**src/rtl/core/pst_pkg.sv**
```systemverilog
// types and constants shared by the parabolic sar tracker
`default_nettype none

package pst_pkg;

    localparam int PRICE_W   = 32;
    localparam int TIME_W    = 32;
    localparam int AF_W      = 17;
    localparam int AF_FRAC   = 16;
    localparam int CFG_IDX_W = 8;

    localparam logic [AF_W-1:0] AF_STEP_RESET = AF_W'(1311);
    localparam logic [AF_W-1:0] AF_MAX_RESET  = AF_W'(13107);

    localparam logic [CFG_IDX_W-1:0] CFG_AF_STEP = CFG_IDX_W'(0);
    localparam logic [CFG_IDX_W-1:0] CFG_AF_MAX  = CFG_IDX_W'(1);

    typedef struct packed {
        logic [PRICE_W-1:0] bar_high;
        logic [PRICE_W-1:0] bar_low;
        logic [TIME_W-1:0]  bar_time;
    } t_bar;

    typedef struct packed {
        logic               is_long;
        logic [PRICE_W-1:0] sar_value;
        logic [TIME_W-1:0]  out_time;
    } t_res;

    typedef struct packed {
        logic               started;
        logic               trend_long;
        logic [PRICE_W-1:0] stop_level;
        logic [PRICE_W-1:0] extreme_point;
        logic [AF_W-1:0]    accel_factor;
        logic [PRICE_W-1:0] prev_high;
        logic [PRICE_W-1:0] prev_low;
    } t_sar_state;

endpackage

`default_nettype wire

```
**src/rtl/core/pst_step.sv**
```systemverilog
// one bar of the sar update: reversal test, ep/af update, step and clamps
`default_nettype none

module pst_step import pst_pkg::*; (
    input  wire t_sar_state      i_state,
    input  wire t_bar            i_bar,
    input  wire [AF_W-1:0]       i_af_step,
    input  wire [AF_W-1:0]       i_af_max,
    output t_sar_state           o_state,
    output t_res                 o_res
);

    localparam int PROD_W  = PRICE_W + AF_W;
    localparam int DELTA_W = PROD_W - AF_FRAC;

    logic [PRICE_W-1:0] h;
    logic [PRICE_W-1:0] l;
    logic [PRICE_W-1:0] hi_bound;
    logic [PRICE_W-1:0] lo_bound;
    logic               rev;
    logic               new_long;
    logic [PRICE_W-1:0] base;
    logic [PRICE_W-1:0] ep_new;
    logic [AF_W-1:0]    af_new;
    logic [AF_W:0]      af_sum;
    logic [AF_W-1:0]    af_grown;
    logic [PRICE_W-1:0] shown;
    logic               up;
    logic [PRICE_W-1:0] ep_gap;
    logic [PROD_W-1:0]  prod;
    logic [DELTA_W-1:0] delta;
    logic [DELTA_W:0]   sum;
    logic [PRICE_W-1:0] adv;
    logic [PRICE_W-1:0] clamped;

    always_comb begin
        h = i_bar.bar_high;
        l = i_bar.bar_low;
        hi_bound = (i_state.prev_high > h) ? i_state.prev_high : h;
        lo_bound = (i_state.prev_low < l) ? i_state.prev_low : l;

        af_sum   = {1'b0, i_state.accel_factor} + {1'b0, i_af_step};
        af_grown = (af_sum > {1'b0, i_af_max}) ? i_af_max : af_sum[AF_W-1:0];

        rev      = i_state.trend_long ? (l <= i_state.stop_level)
                                      : (h >= i_state.stop_level);
        new_long = i_state.trend_long ^ rev;

        if (rev) begin
            // jump to ep, held beyond the current and previous extremes
            if (i_state.trend_long) begin
                base = (i_state.extreme_point > hi_bound) ? i_state.extreme_point
                                                           : hi_bound;
                ep_new = l;
            end else begin
                base = (i_state.extreme_point < lo_bound) ? i_state.extreme_point
                                                           : lo_bound;
                ep_new = h;
            end
            af_new = i_af_step;
        end else begin
            base   = i_state.stop_level;
            ep_new = i_state.extreme_point;
            af_new = i_state.accel_factor;
            if (i_state.trend_long ? (h > i_state.extreme_point)
                                   : (l < i_state.extreme_point)) begin
                ep_new = i_state.trend_long ? h : l;
                af_new = af_grown;
            end
        end
        shown = base;

        // base + af * (ep - base), truncated toward zero, saturated
        up     = ep_new >= base;
        ep_gap = up ? (ep_new - base) : (base - ep_new);
        prod   = PROD_W'(af_new) * PROD_W'(ep_gap);
        delta  = prod[PROD_W-1:AF_FRAC];
        sum    = {1'b0, delta} + (DELTA_W+1)'(base);
        if (up) begin
            adv = (sum[DELTA_W:PRICE_W] != '0) ? '1 : sum[PRICE_W-1:0];
        end else begin
            adv = (delta >= DELTA_W'(base)) ? '0 : (base - delta[PRICE_W-1:0]);
        end

        // a long trend keeps the sar below the bars, a short one above
        if (new_long) begin
            clamped = (adv < lo_bound) ? adv : lo_bound;
        end else begin
            clamped = (adv > hi_bound) ? adv : hi_bound;
        end

        o_state.started   = 1'b1;
        o_state.prev_high = h;
        o_state.prev_low  = l;
        if (!i_state.started) begin
            o_state.trend_long    = 1'b1;
            o_state.stop_level    = l;
            o_state.extreme_point = h;
            o_state.accel_factor  = i_af_step;
            o_res.sar_value       = l;
        end else begin
            o_state.trend_long    = new_long;
            o_state.stop_level    = clamped;
            o_state.extreme_point = ep_new;
            o_state.accel_factor  = af_new;
            o_res.sar_value       = shown;
        end
        o_res.is_long  = o_state.trend_long;
        o_res.out_time = i_bar.bar_time;
    end

endmodule

`default_nettype wire

```
**src/rtl/core/parabolic_sar_tracker.sv**
```systemverilog
// parabolic stop-and-reverse tracker top level
//
//   channel   dir   handshake                     payload
//   bar       in    i_bar_valid / o_bar_ready     i_bar (t_bar)
//   result    out   o_res_valid / i_res_ready     o_res (t_res)
//   config    in    i_cfg_valid / o_cfg_ready     i_cfg_index, i_cfg_data
//
// one bar per cycle sustained while results are taken; a result is offered after
// its bar passes the input register, then the sar update into the result register
// sar update loop (step multiply and clamps) closes through the state register
// a stalled result holds one bar in the input register, then back-pressures
// sync reset inits state, valids, af config, not payload; config is always ready
`default_nettype none

module parabolic_sar_tracker import pst_pkg::*; (
    input  wire                  i_clk,
    input  wire                  i_rst_n,
    input  wire                  i_bar_valid,
    output logic                 o_bar_ready,
    input  wire t_bar            i_bar,
    output logic                 o_res_valid,
    input  wire                  i_res_ready,
    output t_res                 o_res,
    input  wire                  i_cfg_valid,
    output logic                 o_cfg_ready,
    input  wire [CFG_IDX_W-1:0]  i_cfg_index,
    input  wire [AF_W-1:0]       i_cfg_data
);

    logic       r_in_vld;
    t_bar       r_in;
    logic       r_out_vld;
    t_res       r_out;
    t_sar_state r_state;
    t_sar_state n_state;
    t_res       n_res;
    logic [AF_W-1:0] r_af_step;
    logic [AF_W-1:0] r_af_max;
    logic       move;

    assign move        = r_in_vld && (!r_out_vld || i_res_ready);
    assign o_bar_ready = !r_in_vld || move;
    assign o_res_valid = r_out_vld;
    assign o_res       = r_out;
    assign o_cfg_ready = 1'b1;

    pst_step u_step (
        .i_state   (r_state),
        .i_bar     (r_in),
        .i_af_step (r_af_step),
        .i_af_max  (r_af_max),
        .o_state   (n_state),
        .o_res     (n_res)
    );

    always_ff @(posedge i_clk) begin
        if (!i_rst_n) begin
            r_af_step <= AF_STEP_RESET;
            r_af_max  <= AF_MAX_RESET;
        end else if (i_cfg_valid) begin
            unique case (i_cfg_index)
                CFG_AF_STEP: r_af_step <= i_cfg_data;
                CFG_AF_MAX:  r_af_max  <= i_cfg_data;
                default: ;
            endcase
        end
    end

    always_ff @(posedge i_clk) begin
        if (!i_rst_n) begin
            r_in_vld  <= 1'b0;
            r_out_vld <= 1'b0;
            r_state   <= '{started: 1'b0, trend_long: 1'b0, stop_level: '0,
                           extreme_point: '0, accel_factor: AF_STEP_RESET,
                           prev_high: '0, prev_low: '0};
        end else begin
            if (o_bar_ready) begin
                r_in_vld <= i_bar_valid;
            end
            if (move) begin
                r_out_vld <= 1'b1;
                r_state   <= n_state;
            end else if (i_res_ready) begin
                r_out_vld <= 1'b0;
            end
        end
    end

    // payload registers
    always_ff @(posedge i_clk) begin
        if (o_bar_ready && i_bar_valid) begin
            r_in <= i_bar;
        end
        if (move) begin
            r_out <= n_res;
        end
    end

endmodule

`default_nettype wire

```
**config.mk**
```make
export PLATFORM = sky130hd
export DESIGN_NAME = parabolic_sar_tracker
export DESIGN_NICKNAME = d
export VERILOG_FILES = /design/src/rtl/core/pst_pkg.sv /design/src/rtl/core/pst_step.sv /design/src/rtl/core/parabolic_sar_tracker.sv
export SDC_FILE = /design/constraint.sdc
export NUM_CORES = 2
export LEC_CHECK = 0
export BUFFER_PORTS_ARGS = -buffer_cell sky130_fd_sc_hd__clkbuf_2
export CAP_MARGIN = 20
export CORE_AREA = 2 2 271 340
export DETAILED_ROUTE_END_ITERATION = 8
export DIE_AREA = 0 0 273 342
export PLACE_DENSITY = 0.79
export SYNTH_ARGS = -nofsm -noshare
export SYNTH_HDL_FRONTEND = slang
export SYNTH_SLANG_ARGS = --single-unit
export TNS_END_PERCENT = 100
```
**constraint.sdc**
```tcl
create_clock -name i_clk -period 30.1 [get_ports i_clk]
set_clock_uncertainty 0.15 [all_clocks]
set_input_delay 1.505 -clock i_clk [delete_from_list [all_inputs] [get_ports i_clk]]
set_output_delay 1.505 -clock i_clk [all_outputs]
set_load 0.01 [all_outputs]
```
==> results.md <==
* IO Port Bufs at 192
* H-tree Lvls at 2
* Number of flops mapped to enable cells by yosys at 161
* Share of the clock period used by the worst path at 90.5%
* First-pass GRT wire length at 267 mm
* Wire length per cell after detailed routing at 24.3 µm
* Antenna diode instance count at 0
* Final core utilization at 58.2%
* Routed Antenna Nets at 0
* Via count of the first global-routing pass at 46728
* Maximum Capacitance Violations at 0
* Global Route Usage Sum at 37.1%
* Fraction of final layout cells sized beyond drive strength 1 at 8.24%
* Die Y-Extent at 342 µm
* Final Routed Wirelength at 175 mm
* Number of DRC violations after detailed-routing iteration 0 at 4575
* CP Capture Type: flip-flop
* Net count of the mapped netlist at 7140
* Antenna violations before repair at 4
* Site row count at 124
* RSZ-0062 raised after global routing: no
* Primary FF master, synth: sky130_fd_sc_hd__dfxtp_1
* Crit path launch type: flip-flop
* Starting utilization of the core area at 54.4%
* Final Max Tran Viols at 0
* Number of iterations in the first detailed-routing pass at 7
* Final TNS setup at 0 ns
* Clock-pin slew of the registers on the worst-case setup and hold paths at 0.07 ns
* Net count, final at 7175
* Avg Synthesized Cell Area at 8.30 µm²
* Seq/Total Area, Yosys at 17.2%
* Worst hold-check path type: flip-flop to flip-flop
* Highest fanout seen on the critical path at 75
* Worst slew pin tran at 1.21 ns
* Required time at the endpoint of the critical path at 30.43 ns
* Root buffer cell: sky130_fd_sc_hd__clkbuf_16
* Grt met3 use at 6.15%
* Stage delay of the slowest cell on the critical path at 1.00 ns
* Number of setup violations in the final report at 0
* GR Layer Usage met2 at 61.3%
* Synthesized area at 49300 µm²
* Time the final worst path needs with I/O delays and setup at 27.23 ns
* Yosys synthesis warning count at 0
* Non-Filler Instances at 7193
* Clock tree from TritonCTS: done
* Post-DP HPWL at 135 mm
* Skew-Pair Late Insertion Delay at 0.61 ns
* Post-synthesis register bit count at 344
* Number of hold violations in the final report at 0
* Setup fix buffers added after clock tree synthesis at 0
* TritonCTS sink count at 344
* Dpl cells at 7124
* Synth-to-layout area growth at 7.05%
* Post-placement cell area at 51400 µm²
* Maximum number of pins on one net before global-route repair at 84
* Number of cells produced by synthesis at 5933
* TritonCTS Buffers at 38
* Count of cells resized by post-cts repair at 0
* Number of library cell types mapped by synthesis at 88
* Std-Cell Core Area at 90600 µm²
* I/O Pins at 194
* CP arrival at 27.56 ns
* Met1 Track Usage GR at 43.0%
* Grt total ovfl at 0
* CTS Hold Buffers Added at 0
* Fmax at 36.7 MHz
* DIE WIDTH at 273 µm
* Worst slew margin relative to its limit at 18.8%
* Critical path class: flip-flop to flip-flop
* Most used routing layer: met2
* Result of the run: finished clean
* Design area at 52700 µm²
* Via count at 45896
* Fraction of registers with async set or reset after synthesis at 0%
* Number of vias per cell at 6.38
* Overall die area at 93400 µm²
* Global placer's final weighted congestion at 1.06
* Most common cell after layout, fill and taps aside: sky130_fd_sc_hd__inv_1
* Standard cell with the maximum stage delay on the critical path: sky130_fd_sc_hd__nor4_1
* Number of remaining DRC errors at 0
* Bufs on Longest Clock Path at 3
* Commonest non-fill, non-tap cells in the layout: sky130_fd_sc_hd__inv_1 (823), sky130_fd_sc_hd__nand2_1 (766), sky130_fd_sc_hd__ha_1 (629), sky130_fd_sc_hd__fa_1 (452), sky130_fd_sc_hd__nor2_1 (428)
worst max-delay path, delay by kind of cell, from the launching register on:
kind	cells	cell delay, ns
xor gates and xnor gates	2	0.48
DFF	1	0.67
muxes	1	0.63
adders and majority gates	12	5.36
buffers and inverters	10	2.75
AOI/OAI and AO/OA	35	10.03
and+or+nand+nor	18	6.97
final timing paths:
kind                  from      endpoint  slack [ns]  depth (start not counted)
setup / recovery  r_in[77]  r_state[139]        2.87                         78
hold / removal    r_in[12]     o_res[12]        0.26                          0
setup reg to reg  r_in[77]  r_state[139]        2.87                         78
hold reg to reg   r_in[12]     o_res[12]        0.26                          0
per-stage QoR:
step,worst slack [ns],hold slack [ns]
floorplan,9.75,0.250
global placement,4.18,0.250
detailed placement,3.83,0.255
CTS,3.72,0.262
global route,2.33,0.272
finish,2.87,0.263
cell type report:
class	instances	area, µm²
timing repair buffer	291	1710
clock inverter	21	248
inverter	829	3120
sequential	344	8510
clock buffer	47	1030
multi-input combinational	4464	36600
tap	1197	1500
fill	8125	37900
cell families (layout without fill, tap and decap cells):
logic type	Yosys count	after routing	synth area share, %
adder cells (fa/ha/maj)	1081	1081	34.3
AO/OA/AOI/OAI	1412	1412	18.8
other	1	1	0.00761
AND/OR/NAND/NOR	1685	1685	15.2
buffers and inverters	1125	1188	8.65
XOR/XNOR	96	96	1.71
multiplexers	189	189	4.02
flip-flops	344	344	17.2
synthesized netlist by cell type (40+ instances only):
cell type                  instances  area share, %
sky130_fd_sc_hd__inv_1           825            6.3
sky130_fd_sc_hd__nand2_1         766            5.8
sky130_fd_sc_hd__ha_1            629             16
sky130_fd_sc_hd__fa_1            452             18
sky130_fd_sc_hd__nor2_1          429            3.3
sky130_fd_sc_hd__a21oi_1         416            4.2
sky130_fd_sc_hd__clkbuf_1        242            1.8
sky130_fd_sc_hd__o21ai_0         235            2.4
sky130_fd_sc_hd__dfxtp_1         183            7.4
sky130_fd_sc_hd__edfxtp_1        161            9.8
sky130_fd_sc_hd__a21o_1          154            2.3
sky130_fd_sc_hd__mux2i_1         119            2.4
sky130_fd_sc_hd__a31oi_1          93            1.2
sky130_fd_sc_hd__nand4_1          93            1.2
sky130_fd_sc_hd__and2_1           91            1.2
sky130_fd_sc_hd__mux2_2           70            1.6
sky130_fd_sc_hd__nor2b_1          63           0.80
sky130_fd_sc_hd__o21a_1           63           0.96
sky130_fd_sc_hd__xnor2_1          62            1.1
sky130_fd_sc_hd__nor3_1           59           0.60
sky130_fd_sc_hd__o211ai_1         59           0.90
sky130_fd_sc_hd__nand3_1          53           0.54
sky130_fd_sc_hd__o21bai_1         40           0.61
registers in the layout (all words and copies together), names as in the netlist:
register	flops
r_state	147
r_in	96
o_res	65
r_af_max	17
r_af_step	17
o_res_valid	1
r_in_vld	1
per-layer routing:
metal  share of wire [%]  up-vias
met5              0.0063        -
met4                 9.2        2
met3                 9.2      832
met2                  47     2808
met1                  35    21981
li1                    -    20273
Power is left out: the tool's default activity adds up to more than one toggle a clock period on the data nets, which glitch-free logic cannot reach.
